`src/rtl/core/sha256sh_pkg.sv`:
```
// types, constants and round functions for the sha-256 stream hasher
`default_nettype none

package sha256sh_pkg;

  // sequencer states
  typedef enum logic [1:0] {
    ST_IDLE,
    ST_LOAD,
    ST_ROUND,
    ST_FOLD
  } state_t;

  // input commands
  localparam logic CMD_ABSORB = 1'b0;
  localparam logic CMD_FINISH = 1'b1;

  // padding constants
  localparam logic [7:0] PAD_BYTE  = 8'h80;
  localparam logic [5:0] LEN_LIMIT = 6'd56;
  localparam logic [5:0] FILL_LAST = 6'd63;

  // message words that carry the bit length
  localparam logic [3:0] LEN_HI_WORD = 4'd14;
  localparam logic [3:0] LEN_LO_WORD = 4'd15;

  // sequencer step limits
  localparam logic [5:0] LOAD_LAST  = 6'd16;
  localparam logic [5:0] ROUND_LAST = 6'd63;
  localparam logic [5:0] FOLD_LAST  = 6'd8;

  localparam logic [2:0] LAST_INDEX = 3'd7;

  localparam logic [31:0] H_INIT [8] = '{
    32'h6a09e667, 32'hbb67ae85, 32'h3c6ef372, 32'ha54ff53a,
    32'h510e527f, 32'h9b05688c, 32'h1f83d9ab, 32'h5be0cd19
  };

  localparam logic [31:0] ROUND_K [64] = '{
    32'h428a2f98, 32'h71374491, 32'hb5c0fbcf, 32'he9b5dba5,
    32'h3956c25b, 32'h59f111f1, 32'h923f82a4, 32'hab1c5ed5,
    32'hd807aa98, 32'h12835b01, 32'h243185be, 32'h550c7dc3,
    32'h72be5d74, 32'h80deb1fe, 32'h9bdc06a7, 32'hc19bf174,
    32'he49b69c1, 32'hefbe4786, 32'h0fc19dc6, 32'h240ca1cc,
    32'h2de92c6f, 32'h4a7484aa, 32'h5cb0a9dc, 32'h76f988da,
    32'h983e5152, 32'ha831c66d, 32'hb00327c8, 32'hbf597fc7,
    32'hc6e00bf3, 32'hd5a79147, 32'h06ca6351, 32'h14292967,
    32'h27b70a85, 32'h2e1b2138, 32'h4d2c6dfc, 32'h53380d13,
    32'h650a7354, 32'h766a0abb, 32'h81c2c92e, 32'h92722c85,
    32'ha2bfe8a1, 32'ha81a664b, 32'hc24b8b70, 32'hc76c51a3,
    32'hd192e819, 32'hd6990624, 32'hf40e3585, 32'h106aa070,
    32'h19a4c116, 32'h1e376c08, 32'h2748774c, 32'h34b0bcb5,
    32'h391c0cb3, 32'h4ed8aa4a, 32'h5b9cca4f, 32'h682e6ff3,
    32'h748f82ee, 32'h78a5636f, 32'h84c87814, 32'h8cc70208,
    32'h90befffa, 32'ha4506ceb, 32'hbef9a3f7, 32'hc67178f2
  };

  // compression sigma of a
  function automatic logic [31:0] big_sigma0(input logic [31:0] x);
    return {x[1:0], x[31:2]} ^ {x[12:0], x[31:13]} ^ {x[21:0], x[31:22]};
  endfunction

  // compression sigma of e
  function automatic logic [31:0] big_sigma1(input logic [31:0] x);
    return {x[5:0], x[31:6]} ^ {x[10:0], x[31:11]} ^ {x[24:0], x[31:25]};
  endfunction

  // schedule sigma of w[i-15]
  function automatic logic [31:0] small_sigma0(input logic [31:0] x);
    return {x[6:0], x[31:7]} ^ {x[17:0], x[31:18]} ^ {3'b000, x[31:3]};
  endfunction

  // schedule sigma of w[i-2]
  function automatic logic [31:0] small_sigma1(input logic [31:0] x);
    return {x[16:0], x[31:17]} ^ {x[18:0], x[31:19]} ^ {10'd0, x[31:10]};
  endfunction

endpackage

`default_nettype wire

```
`src/rtl/core/sha256sh_if.sv`:
```
// handshake interfaces for the message and digest channels
`default_nettype none

interface sha256sh_msg_if;
  logic       valid;
  logic       ready;
  logic       command;
  logic [7:0] data_byte;

  modport source (output valid, command, data_byte, input ready);
  modport sink (input valid, command, data_byte, output ready);
endinterface

interface sha256sh_dig_if;
  logic        valid;
  logic        ready;
  logic [31:0] digest_word;
  logic [2:0]  word_index;
  logic        last_word;

  modport source (output valid, digest_word, word_index, last_word, input ready);
  modport sink (input valid, digest_word, word_index, last_word, output ready);
endinterface

`default_nettype wire

```
`src/rtl/core/sha256sh_ram.sv`:
```
// generic single-write, single-read ram with registered read data
`default_nettype none

module sha256sh_ram #(
  parameter int WIDTH  = 32,
  parameter int DEPTH  = 16,
  parameter int ADDR_W = $clog2(DEPTH)
) (
  input  logic              clk,
  input  logic              we,
  input  logic [ADDR_W-1:0] waddr,
  input  logic [WIDTH-1:0]  wdata,
  input  logic [ADDR_W-1:0] raddr,
  output logic [WIDTH-1:0]  rdata
);

  logic [WIDTH-1:0] mem [DEPTH];

  // write port
  always_ff @(posedge clk) begin
    if (we) begin
      mem[waddr] <= wdata;
    end
  end

  // registered read port
  always_ff @(posedge clk) begin
    rdata <= mem[raddr];
  end

endmodule

`default_nettype wire

```
`src/rtl/core/sha256_stream_hasher.sv`:
```
// sha-256 stream hasher: block buffer and hash words in ram, one round per cycle
//
// msg channel: one request per message byte (command absorb) or one finish
// request that closes the message. digest channel: eight 32-bit words,
// word_index 0 to 7, last_word set on the eighth.
// Absorb requests are taken while the sequencer is idle. Every 64th byte
// starts a compression (a load that reads the 16 buffer words and the 8 hash
// words from ram, 64 rounds, and a fold that adds and writes the hash words
// back) during which msg.ready is low. A finish runs one compression, or two
// when more than 55 bytes are pending, before the first digest word; words
// then leave at one per cycle while digest.ready is high.
// Reset returns to an empty message with the initial hash values taken from
// constants; there is no ram clearing pass.
// A stalled digest holds its word. Absorb requests keep flowing meanwhile;
// a new finish waits at the start of its last write-back until the previous
// digest has fully drained.
`default_nettype none

module sha256_stream_hasher
  import sha256sh_pkg::*;
(
  input  logic           clk,
  input  logic           rst,
  sha256sh_msg_if.sink   msg,
  sha256sh_dig_if.source digest
);

  state_t       state;
  state_t       state_next;
  logic [5:0]   cnt;
  logic [5:0]   cnt_m1;
  logic [5:0]   fill;
  logic [63:0]  total;
  logic [63:0]  bits;
  logic [23:0]  stage;
  logic         fin;
  logic         blk2;
  logic         fresh;
  logic         out_busy;
  logic [2:0]   out_idx;
  logic [31:0]  w [16];
  logic [31:0]  r [8];
  logic [31:0]  dig [8];

  logic         msg_fire;
  logic         dig_fire;
  logic         len_here;
  logic         fold_go;
  logic         bram_we;
  logic [31:0]  bram_rdata;
  logic         hram_we;
  logic [31:0]  hram_rdata;
  logic [31:0]  hash_q;
  logic [31:0]  fold_sum;
  logic [31:0]  part_word;
  logic [31:0]  word_in;
  logic [31:0]  new_w;
  logic [31:0]  t1;
  logic [31:0]  t2;
  logic         load_shift;
  logic         hash_shift;
  logic         round_en;
  logic         fold_en;
  logic         block_end;

  assign msg_fire = msg.valid & msg.ready;
  assign dig_fire = out_busy & digest.ready;
  assign cnt_m1   = cnt - 6'd1;

  // this block carries the length, so it closes the message
  assign len_here = fin & (blk2 | (fill < LEN_LIMIT));
  // a closing write-back waits until the previous digest is gone
  assign fold_go  = ~(len_here & out_busy);

  // block buffer: 16 big-endian words, written when a word completes
  sha256sh_ram #(
    .WIDTH (32),
    .DEPTH (16)
  ) u_buf_ram (
    .clk   (clk),
    .we    (bram_we),
    .waddr (fill[5:2]),
    .wdata ({stage, msg.data_byte}),
    .raddr (cnt[3:0]),
    .rdata (bram_rdata)
  );

  // chaining hash words
  sha256sh_ram #(
    .WIDTH (32),
    .DEPTH (8)
  ) u_hash_ram (
    .clk   (clk),
    .we    (hram_we),
    .waddr (cnt_m1[2:0]),
    .wdata (fold_sum),
    .raddr (cnt[2:0]),
    .rdata (hram_rdata)
  );

  // hash words read back as initial values at the start of a message
  assign hash_q   = fresh ? H_INIT[cnt_m1[2:0]] : hram_rdata;
  assign fold_sum = hash_q + r[0];

  // next state
  always_comb begin
    state_next = state;
    unique case (state)
      ST_IDLE: begin
        if (msg_fire && (msg.command == CMD_FINISH || fill == FILL_LAST)) begin
          state_next = ST_LOAD;
        end
      end
      ST_LOAD: begin
        if (cnt == LOAD_LAST) begin
          state_next = ST_ROUND;
        end
      end
      ST_ROUND: begin
        if (cnt == ROUND_LAST) begin
          state_next = ST_FOLD;
        end
      end
      ST_FOLD: begin
        if (cnt == FOLD_LAST) begin
          state_next = (fin && !len_here) ? ST_LOAD : ST_IDLE;
        end
      end
    endcase
  end

  // control outputs
  always_comb begin
    msg.ready  = 1'b0;
    load_shift = 1'b0;
    hash_shift = 1'b0;
    round_en   = 1'b0;
    fold_en    = 1'b0;
    unique case (state)
      ST_IDLE: begin
        msg.ready = 1'b1;
      end
      ST_LOAD: begin
        load_shift = (cnt != 6'd0);
        hash_shift = (cnt != 6'd0) && (cnt <= FOLD_LAST);
      end
      ST_ROUND: begin
        round_en = 1'b1;
      end
      ST_FOLD: begin
        fold_en = fold_go && (cnt != 6'd0);
      end
    endcase
  end

  assign bram_we   = msg_fire && (msg.command == CMD_ABSORB) && (fill[1:0] == 2'd3);
  assign hram_we   = fold_en;
  assign block_end = (state == ST_FOLD) && (cnt == FOLD_LAST);

  // partial word of a finish: pending bytes, then the pad byte
  always_comb begin
    case (fill[1:0])
      2'd0:    part_word = {PAD_BYTE, 24'd0};
      2'd1:    part_word = {stage[7:0], PAD_BYTE, 16'd0};
      2'd2:    part_word = {stage[15:0], PAD_BYTE, 8'd0};
      default: part_word = {stage, PAD_BYTE};
    endcase
  end

  // message word entering the schedule window
  always_comb begin
    word_in = bram_rdata;
    if (fin) begin
      word_in = 32'd0;
      if (!blk2 && cnt_m1[3:0] < fill[5:2]) begin
        word_in = bram_rdata;
      end else if (!blk2 && cnt_m1[3:0] == fill[5:2]) begin
        word_in = part_word;
      end
      if (len_here && cnt_m1[3:0] == LEN_HI_WORD) begin
        word_in = bits[63:32];
      end else if (len_here && cnt_m1[3:0] == LEN_LO_WORD) begin
        word_in = bits[31:0];
      end
    end
  end

  // one round and the next schedule word
  always_comb begin
    new_w = w[0] + small_sigma0(w[1]) + w[9] + small_sigma1(w[14]);
    t1 = r[7] + big_sigma1(r[4]) + ((r[4] & r[5]) ^ (~r[4] & r[6]))
         + ROUND_K[cnt] + w[0];
    t2 = big_sigma0(r[0]) + ((r[0] & r[1]) ^ (r[0] & r[2]) ^ (r[1] & r[2]));
  end

  // state and step counter
  always_ff @(posedge clk) begin
    if (rst) begin
      state <= ST_IDLE;
      cnt   <= 6'd0;
    end else begin
      state <= state_next;
      if (state != state_next) begin
        cnt <= 6'd0;
      end else if (state != ST_IDLE && !(state == ST_FOLD && !fold_go)) begin
        cnt <= cnt + 6'd1;
      end
    end
  end

  // message bookkeeping
  always_ff @(posedge clk) begin
    if (rst) begin
      fill  <= 6'd0;
      total <= 64'd0;
      fin   <= 1'b0;
      blk2  <= 1'b0;
      fresh <= 1'b1;
    end else begin
      if (msg_fire) begin
        if (msg.command == CMD_ABSORB) begin
          fill  <= fill + 6'd1;
          total <= total + 64'd1;
        end else begin
          fin  <= 1'b1;
          blk2 <= 1'b0;
        end
      end
      if (block_end) begin
        fresh <= len_here;
        if (fin && !len_here) begin
          blk2 <= 1'b1;
        end else if (len_here) begin
          fin   <= 1'b0;
          fill  <= 6'd0;
          total <= 64'd0;
        end
      end
    end
  end

  // staging bytes and bit length
  always_ff @(posedge clk) begin
    if (msg_fire) begin
      if (msg.command == CMD_ABSORB) begin
        stage <= {stage[15:0], msg.data_byte};
      end else begin
        bits <= {total[60:0], 3'b000};
      end
    end
  end

  // schedule window
  always_ff @(posedge clk) begin
    if (load_shift || round_en) begin
      for (int i = 0; i < 15; i++) begin
        w[i] <= w[i + 1];
      end
      w[15] <= load_shift ? word_in : new_w;
    end
  end

  // working variables a to h
  always_ff @(posedge clk) begin
    if (hash_shift || fold_en) begin
      for (int i = 0; i < 7; i++) begin
        r[i] <= r[i + 1];
      end
      r[7] <= hash_q;
    end else if (round_en) begin
      r[0] <= t1 + t2;
      r[1] <= r[0];
      r[2] <= r[1];
      r[3] <= r[2];
      r[4] <= r[3] + t1;
      r[5] <= r[4];
      r[6] <= r[5];
      r[7] <= r[6];
    end
  end

  // digest words, filled by the closing write-back and drained by the sink
  always_ff @(posedge clk) begin
    if ((fold_en && len_here) || dig_fire) begin
      for (int i = 0; i < 7; i++) begin
        dig[i] <= dig[i + 1];
      end
      dig[7] <= fold_sum;
    end
  end

  // digest channel control
  always_ff @(posedge clk) begin
    if (rst) begin
      out_busy <= 1'b0;
      out_idx  <= 3'd0;
    end else begin
      if (dig_fire) begin
        out_idx <= out_idx + 3'd1;
        if (out_idx == LAST_INDEX) begin
          out_busy <= 1'b0;
        end
      end
      if (block_end && len_here) begin
        out_busy <= 1'b1;
        out_idx  <= 3'd0;
      end
    end
  end

  assign digest.valid       = out_busy;
  assign digest.digest_word = dig[0];
  assign digest.word_index  = out_idx;
  assign digest.last_word   = (out_idx == LAST_INDEX);

endmodule

`default_nettype wire

```
`src/flat_wrapper.sv`:
```
// flat-port wrapper written by rule: the top's interface ports become plain ports
module sha256_stream_hasher_flat import sha256sh_pkg::*;
  (clk, rst, msg_valid, msg_command, msg_data_byte, msg_ready, digest_valid, digest_digest_word, digest_word_index, digest_last_word, digest_ready);
  sha256sh_msg_if msg_i ();
  sha256sh_dig_if digest_i ();
  input  logic clk;
  input  logic rst;
  input wire logic [$bits(msg_i.valid)-1:0] msg_valid;
  input wire logic [$bits(msg_i.command)-1:0] msg_command;
  input wire logic [$bits(msg_i.data_byte)-1:0] msg_data_byte;
  output wire logic [$bits(msg_i.ready)-1:0] msg_ready;
  output wire logic [$bits(digest_i.valid)-1:0] digest_valid;
  output wire logic [$bits(digest_i.digest_word)-1:0] digest_digest_word;
  output wire logic [$bits(digest_i.word_index)-1:0] digest_word_index;
  output wire logic [$bits(digest_i.last_word)-1:0] digest_last_word;
  input wire logic [$bits(digest_i.ready)-1:0] digest_ready;
  assign msg_i.valid = msg_valid;
  assign msg_i.command = msg_command;
  assign msg_i.data_byte = msg_data_byte;
  assign msg_ready = msg_i.ready;
  assign digest_valid = digest_i.valid;
  assign digest_digest_word = digest_i.digest_word;
  assign digest_word_index = digest_i.word_index;
  assign digest_last_word = digest_i.last_word;
  assign digest_i.ready = digest_ready;
  sha256_stream_hasher u_core (.clk(clk), .rst(rst), .msg(msg_i), .digest(digest_i));
endmodule
```
`config.mk`:
```
export PLATFORM = sky130hd
export DESIGN_NAME = sha256_stream_hasher_flat
export DESIGN_NICKNAME = d
export VERILOG_FILES = /design/src/rtl/core/sha256sh_pkg.sv /design/src/rtl/core/sha256sh_if.sv /design/src/rtl/core/sha256sh_ram.sv /design/src/rtl/core/sha256_stream_hasher.sv /design/src/flat_wrapper.sv
export SDC_FILE = /design/constraint.sdc
export NUM_CORES = 2
export LEC_CHECK = 0
export ABC_AREA = 0
export BUFFER_PORTS_ARGS = -buffer_cell sky130_fd_sc_hd__buf_2
export CAP_MARGIN = 40
export CORE_MARGIN = 2
export CORE_UTILIZATION = 57
export CTS_CLUSTER_SIZE = 10
export DETAILED_ROUTE_END_ITERATION = 16
export PLACE_DENSITY_LB_ADDON = 0.15
export SETUP_SLACK_MARGIN = 0.4
export SLEW_MARGIN = 20
export SYNTH_ARGS = -nofsm -noshare
export SYNTH_HDL_FRONTEND = slang
export SYNTH_SLANG_ARGS = --single-unit
export TNS_END_PERCENT = 10
```
`constraint.sdc`:
```
create_clock -name clk -period 20.4 [get_ports clk]
set_clock_uncertainty 0.1 [all_clocks]
set_input_delay 1.02 -clock clk [delete_from_list [all_inputs] [get_ports clk]]
set_output_delay 1.02 -clock clk [all_outputs]
set_load 0.01 [all_outputs]
```
Word level (Yosys, flattened, before mapping)
Memories as Yosys holds them, arrays and structs flattened. A register that Yosys moved wholly into a read port is not among the register bits.
Index checks and enable logic that the tools add are counted.
{ "classes": {"n_mux": 66, "n_lt_le_gt_ge": 5, "n_bitwise": 34, "n_eq_ne": 15, "add_sub_neg": 16, "n_reduce_logical": 33} }
{ "ops": {"columns": ["operator", "n"], "rows": [
  ["32-bit 2-to-1 mux", 19],
  ["32-bit adder", 11],
  ["64-bit 2-to-1 mux", 5],
  ["32-bit bitwise XOR", 9],
  ["32-bit AND", 5],
  ["32-bit case mux with 3 select lines", 1],
  ["64-bit by 1-bit adder with 64-bit output, second input constant", 1],
  ["32-bit inverter", 1],
  ["32-bit by 22-bit bitwise XOR with 32-bit output", 1],
  ["32-bit by 29-bit bitwise XOR with 32-bit output", 1],
  ["1-bit 2-to-1 mux", 31],
  ["6-bit 2-to-1 mux", 5],
  ["1-bit logical AND", 15],
  ["6-bit by 1-bit adder with 6-bit output, second input constant", 2],
  ["6-bit equality test, second input constant", 2],
  ["1-bit bitwise OR", 9],
  ["2-bit equality test, second input constant", 4],
  ["4-bit equality test, second input constant", 2],
  ["2-bit 2-to-1 mux", 4],
  ["2-bit case mux with 4 select lines", 1],
  ["7-bit >= comparator, second input constant", 1],
  ["6-bit inverter with 7-bit output", 1],
  ["6-bit by 4-bit equality test with 1-bit output, second input constant", 1],
  ["6-bit by 5-bit equality test with 1-bit output, second input constant", 1],
  ["20 further kinds", 36]
]} }
{ "totals": {"memories": 7, "regBits": 170, "ramBits": 1792, "elab_cells": 187, "mem_bits_ro": 2304} }
{ "mem_list": {"columns": ["memory", "words", "word_bits", "rd", "rd_ports_with_merged_regs", "wr", "line", "text"], "rows": [
  ["(no name shown)", 64, 32, 1, 0, 0, "sha256_stream_hasher.sv:192", "+ ROUND_K[cnt] + w[0];"],
  ["u_core.u_buf_ram.mem", 16, 32, 1, 1, 1, "sha256sh_ram.sv:17", "logic [WIDTH-1:0] mem [DEPTH];"],
  ["u_core.w", 16, 32, 16, 0, 16, "sha256_stream_hasher.sv:41", "logic [31:0] w [16];"],
  ["(no name shown)", 8, 32, 1, 0, 0, "sha256_stream_hasher.sv:102", "assign hash_q = fresh ? H_INIT[cnt_m1[2:0]] : hram_rdata;"],
  ["u_core.dig", 8, 32, 8, 0, 8, "sha256_stream_hasher.sv:43", "logic [31:0] dig [8];"],
  ["u_core.r", 8, 32, 8, 0, 8, "sha256_stream_hasher.sv:42", "logic [31:0] r [8];"],
  ["+1 memories", null, null, null, null, null, null, null]
]} }

Logic depth before layout (Yosys ltp)
{ "depth": {"depth_word": 11, "depth_mapped": 43, "mapped_depth_nobuf": 38} }

Modules after synthesis
Synthesis repeated with hierarchy kept, for this count alone.
{ "hier_totals": {"cells_unflattened": 6242, "area_unflattened_um2": 90411.7} }
{ "modules_own_cells": {"columns": ["module", "cells_per_inst", "instances", "seq_area_each_um2", "area_each_um2"], "rows": [
  ["sha256_stream_hasher", 4989, 1, 34943.5, 60110.2],
  ["sha256sh_ram at u_core.u_buf_ram", 838, 1, 16015.4, 19835.3],
  ["sha256sh_ram at u_core.u_hash_ram", 415, 1, 8328.0, 10466.3]
]} }

Worst setup path before layout
OpenSTA, ideal clock, no wires.
{ "synth_path": {"kind": "register to register", "startpoint": "reg u_core.cnt[1]", "endpoint": "mem u_core.dig[0][0] (enable)", "stages_incl_launch_ff": 11, "path_buffers": 5, "path_slack_ps": -922, "arrival_time_ps": 19995, "required_ps": 19073, "path_cell_list": "dfxtp_1 clkbuf_1 clkbuf_1 inv_1 clkbuf_1 buf_1 ha_1 clkbuf_1 nand3_1 nand3_1 o21ai_0"} }
{ "synth_lines": {"columns": ["element", "line", "text"], "rows": [
  ["start, declared", "sha256_stream_hasher.sv:30", "logic [5:0] cnt;"],
  ["start signal, assigned", "sha256_stream_hasher.sv:206", "cnt <= cnt + 6'd1;"],
  ["end, declared", "sha256_stream_hasher.sv:43", null]
]} }

==> metrics.md <==
| Metric | Value |
|---|---|
| Status | `completed` |
| Fmax | `87.8 MHz` |
| Die Area | `161000 um2` |
| DR WL/cell | `27.4 um` |
| Setup tns final | `0 ns` |
| DR iter-0 viols | `5547` |
| Nets | `6336` |
| Worst-case clock buffer depth | `3` |
| RSZ-0062 raised after global routing | `false` |
| Post-Syn Area | `89700 um2` |
| Static Leak | `33.8 nW` |
| CTS tree | `done` |
| Routability Congestion | `0.954` |
| Largest net degree at the start of global routing | `207` |
| Seq/Total Area, Yosys | `66.1%` |
| Worst R2R End | `u_core.r[0][31]` |
| Crit-path most repeated cell | `inv_1` |
| Antenna violations before repair | `1` |
| Layout cells sized above 1 | `14.9%` |
| Post-DP HPWL | `149 mm` |
| Post-CTS resize count | `0` |
| Max IR drop VDD | `90.8 uV` |
| Fillers | `11.1k` |
| Rows | `145` |
| Fin crit period | `11.39 ns` |
| Fin. max-slew vios | `0` |
| Drt first pass iters | `7` |
| Die Wd | `401 um` |
| Worst path max stage delay | `0.85 ns` |
| Clk sinks | `2023` |
| Critical path origin | `u_core.cnt[0]` |
| Top Ports | `51` |
| Worst-path clk slew | `0.06 ns` |
| Detail Route Antenna Nets | `0` |
| Root Buffer Master | `clkbuf_16` |
| Hold Buf Count CTS | `0` |
| H-tree depth | `4` |
| DIE HEIGHT | `401 um` |
| Cell count after synthesis | `5854` |
| Crit-path max FO | `27` |
| WP data required | `20.90 ns` |
| Number of synthesized register bits | `2023` |
| Critical path data arrival time | `11.89 ns` |
| # DRC | `0` |
| Setup Buffers After CTS | `0` |
| Rel. slew slack | `32.0%` |
| Core ar. | `156000 um2` |
| Final Hold Fails | `0` |
| Worst-Margin Slew | `1.02 ns` |
| Final WL | `223 mm` |
| Ys flop type | `edfxtp_1` |
| P&R area growth vs syn | `10.8%` |
| IO buf count | `50` |
| Syn avg cell area | `15.3 um2` |
| GRT Util Overall | `27.7%` |
| Post-synth cell types | `84` |
| Vias in the first global route | `48.2k` |
| Fin crit share | `55.8%` |
| TritonCTS Buffers | `225` |
| Max Cap Violations | `0` |
| Crit start category | `flip-flop` |
| R2R depth | `37` |
| Skew-Pair Late Insertion Delay | `0.88 ns` |
| Synth top area share | `62.8%` |
| Critical path's slowest cell | `ha_1` |
| R2R Path Start | `u_core.cnt[0]` |
| EDFF count, synth | `1877` |
| Final core occ | `63.7%` |
| CP endpoint | `u_core.r[0][31]` |
| First-pass GRT wire length | `326 mm` |
| Worst Hold Class | `reg -> reg` |
| R2R Setup Slk | `9.01 ns` |
| GRT overflow | `0` |
| Area leader, netlist | `edfxtp_1` |
| Critical Path End Type | `flip-flop` |
| Cell Pwr Density | `103 nW/um2` |
| Syn_nets | `6244` |
| Final setup viols | `0` |
| Crit path kind | `reg -> reg` |
| Via/cell ratio | `6.12` |
| Synth async-reset ratio | `0%` |
| Synth area leaders | `edfxtp_1 (63%), mux4_2 (5.7%), fa_1 (4.2%)` |
| Synth warn | `0` |
| Initial Utilization | `57.5%` |
| Via count | `49.9k` |
-- state kept, by name, indices dropped and copies added, names as in the netlist --
register and cells:
u_core.fin 1, u_core.blk2 1, u_core.w 512, u_core.bits 61, u_core.state 2, u_core.u_buf_ram.rdata 32, u_core.stage 24, u_core.total 61
u_core.digest.word_index 3, u_core.fresh 1, u_core.digest.valid 1, u_core.u_hash_ram.mem 256, u_core.u_hash_ram.rdata 32, u_core.fill 6, u_core.cnt 6, u_core.dig 256
u_core.r 256, u_core.u_buf_ram.mem 512
-- cells in the mapped netlist, types with 8 or more instances --
cell / count
edfxtp_1: 1877
nand2_1: 461
nor2_1: 304
xnor2_1: 292
o21ai_0: 273
inv_1: 232
mux4_2: 228
clkbuf_1: 224
a21oi_1: 214
ha_1: 189
fa_1: 188
mux2_2: 181
xor2_1: 156
dfxtp_1: 146
a21o_1: 85
nand3_1: 80
nor3_1: 60
buf_1: 53
o211ai_1: 50
a211oi_1: 45
buf_4: 33
o311ai_0: 32
o21a_1: 30
nand2b_1: 29
a31oi_1: 27
nand4_1: 27
nor2b_1: 22
maj3_1: 21
and3_1: 20
mux2i_1: 20
o31ai_1: 20
or3_1: 20
a221oi_1: 18
a22oi_1: 17
and2_1: 16
o21bai_1: 15
a311oi_1: 13
nor3b_1: 9
and4_1: 8
or2_2: 8
-- critical path: cells and delay by family (launching register included) --
kind	cells	cell delay, ns
AOI/OAI and AO/OA	19	4.24
adders and majority gates	7	3.44
buffers and inverters	6	1.41
and+or+nand+nor	2	0.75
DFF	1	0.63
xor gates and xnor gates	3	0.53
-- final cells by class --
cell class              instances  area (um2)  area share (%)
diodes                          2        5.00         0.00503
clock buffers                 353        6150            6.19
clock inverters                27         475           0.478
inverters                     236         887           0.892
multi-input cells            3277       28500            28.6
flip-flops and latches       2023       59300            59.6
well taps                    2058        2570            2.59
repair buffers                183        1570            1.58
-- kinds of logic (layout without fill, tap and decap cells) --
group,Yosys count,in the layout,share of synthesized area (%)
AO/OA/AOI/OAI,913,913,6.43
XOR/XNOR,448,448,4.37
adder cells (fa/ha/maj),398,398,7.06
buffers and inverters,554,799,2.47
flip-flops,2023,2023,66.1
multiplexers,429,429,8.22
other,0,2,0
AND/OR/NAND/NOR,1089,1089,5.39
-- worst min-delay path by stage --
stage / start / slack (ns) / cells after the start / endpoint
floorplan: u_core.dig[0][32] / 0.30 / 0 / u_core.dig[0][0]
global placement: u_core.w[15][25] / 0.30 / 0 / u_core.w[14][25]
detailed placement: u_core.dig[0][57] / 0.30 / 0 / u_core.dig[0][25]
CTS: u_core.w[8][3] / 0.25 / 0 / u_core.w[7][3]
global route: u_core.w[8][3] / 0.26 / 0 / u_core.w[7][3]
finish: u_core.w[8][3] / 0.26 / 0 / u_core.w[7][3]
-- routing by layer --
layer | up-vias | wire length, um | share of wire [%] | GRT usage [%]
met5 | - | 17 | 0.0076 | 0
met4 | 2 | 9120 | 4.1 | 11.0
met3 | 386 | 16700 | 7.5 | 5.09
met2 | 1944 | 104000 | 46 | 42.7
met1 | 25500 | 93800 | 42 | 39.4
li1 | 22100 | - | - | -
-- layout by cell type (no fill, tap or decap), types with 17 or more instances in the layout --
| master | netlist | final |
|---|---|---|
| a211oi_1 | 45 | 44 |
| a21o_1 | 85 | 85 |
| a21oi_1 | 214 | 214 |
| a221oi_1 | 18 | 18 |
| a22oi_1 | 17 | 17 |
| a31oi_1 | 27 | 27 |
| and3_1 | 20 | 20 |
| buf_2 | 7 | 58 |
| buf_4 | 33 | 97 |
| clkbuf_1 | 224 | 125 |
| clkbuf_16 | 0 | 226 |
| dfxtp_1 | 146 | 138 |
| edfxtp_1 | 1877 | 1877 |
| fa_1 | 188 | 188 |
| ha_1 | 189 | 189 |
| inv_1 | 232 | 229 |
| maj3_1 | 21 | 21 |
| mux2_2 | 181 | 181 |
| mux2i_1 | 20 | 20 |
| mux4_2 | 228 | 228 |
| nand2_1 | 461 | 458 |
| nand2b_1 | 29 | 28 |
| nand3_1 | 80 | 80 |
| nand4_1 | 27 | 27 |
| nor2_1 | 304 | 286 |
| nor2_4 | 0 | 18 |
| nor2b_1 | 22 | 22 |
| nor3_1 | 60 | 54 |
| o211ai_1 | 50 | 50 |
| o21a_1 | 30 | 30 |
| o21ai_0 | 273 | 272 |
| o311ai_0 | 32 | 32 |
| o31ai_1 | 20 | 20 |
| or3_1 | 20 | 20 |
| xnor2_1 | 292 | 292 |
| xor2_1 | 156 | 156 |
-- where the power goes --
part | leakage (nW) | total, mW | switching [mW] | internal (mW)
combinational | 12.4 | 1.90 | 1.13 | 0.769
clock | 3.15 | 3.67 | 1.58 | 2.08
sequential | 18.2 | 4.64 | 0.0479 | 4.59
-- per-stage QoR --
step	instances	area (um2)	total power [mW]	setup slack [ns]	hold WS, ns
2_1_floorplan	5854	89700	6.12	5.79	0.300
3_3_place_gp	7739	92200	6.55	9.36	0.300
3_5_place_dp	7767	92700	6.58	9.23	0.305
4_1_cts	8147	99300	10.3	9.20	0.252
5_1_grt	8157	99400	10.6	8.49	0.256
6_report	8159	99400	10.2	9.01	0.265
Power figures use the tool's default switching activity.
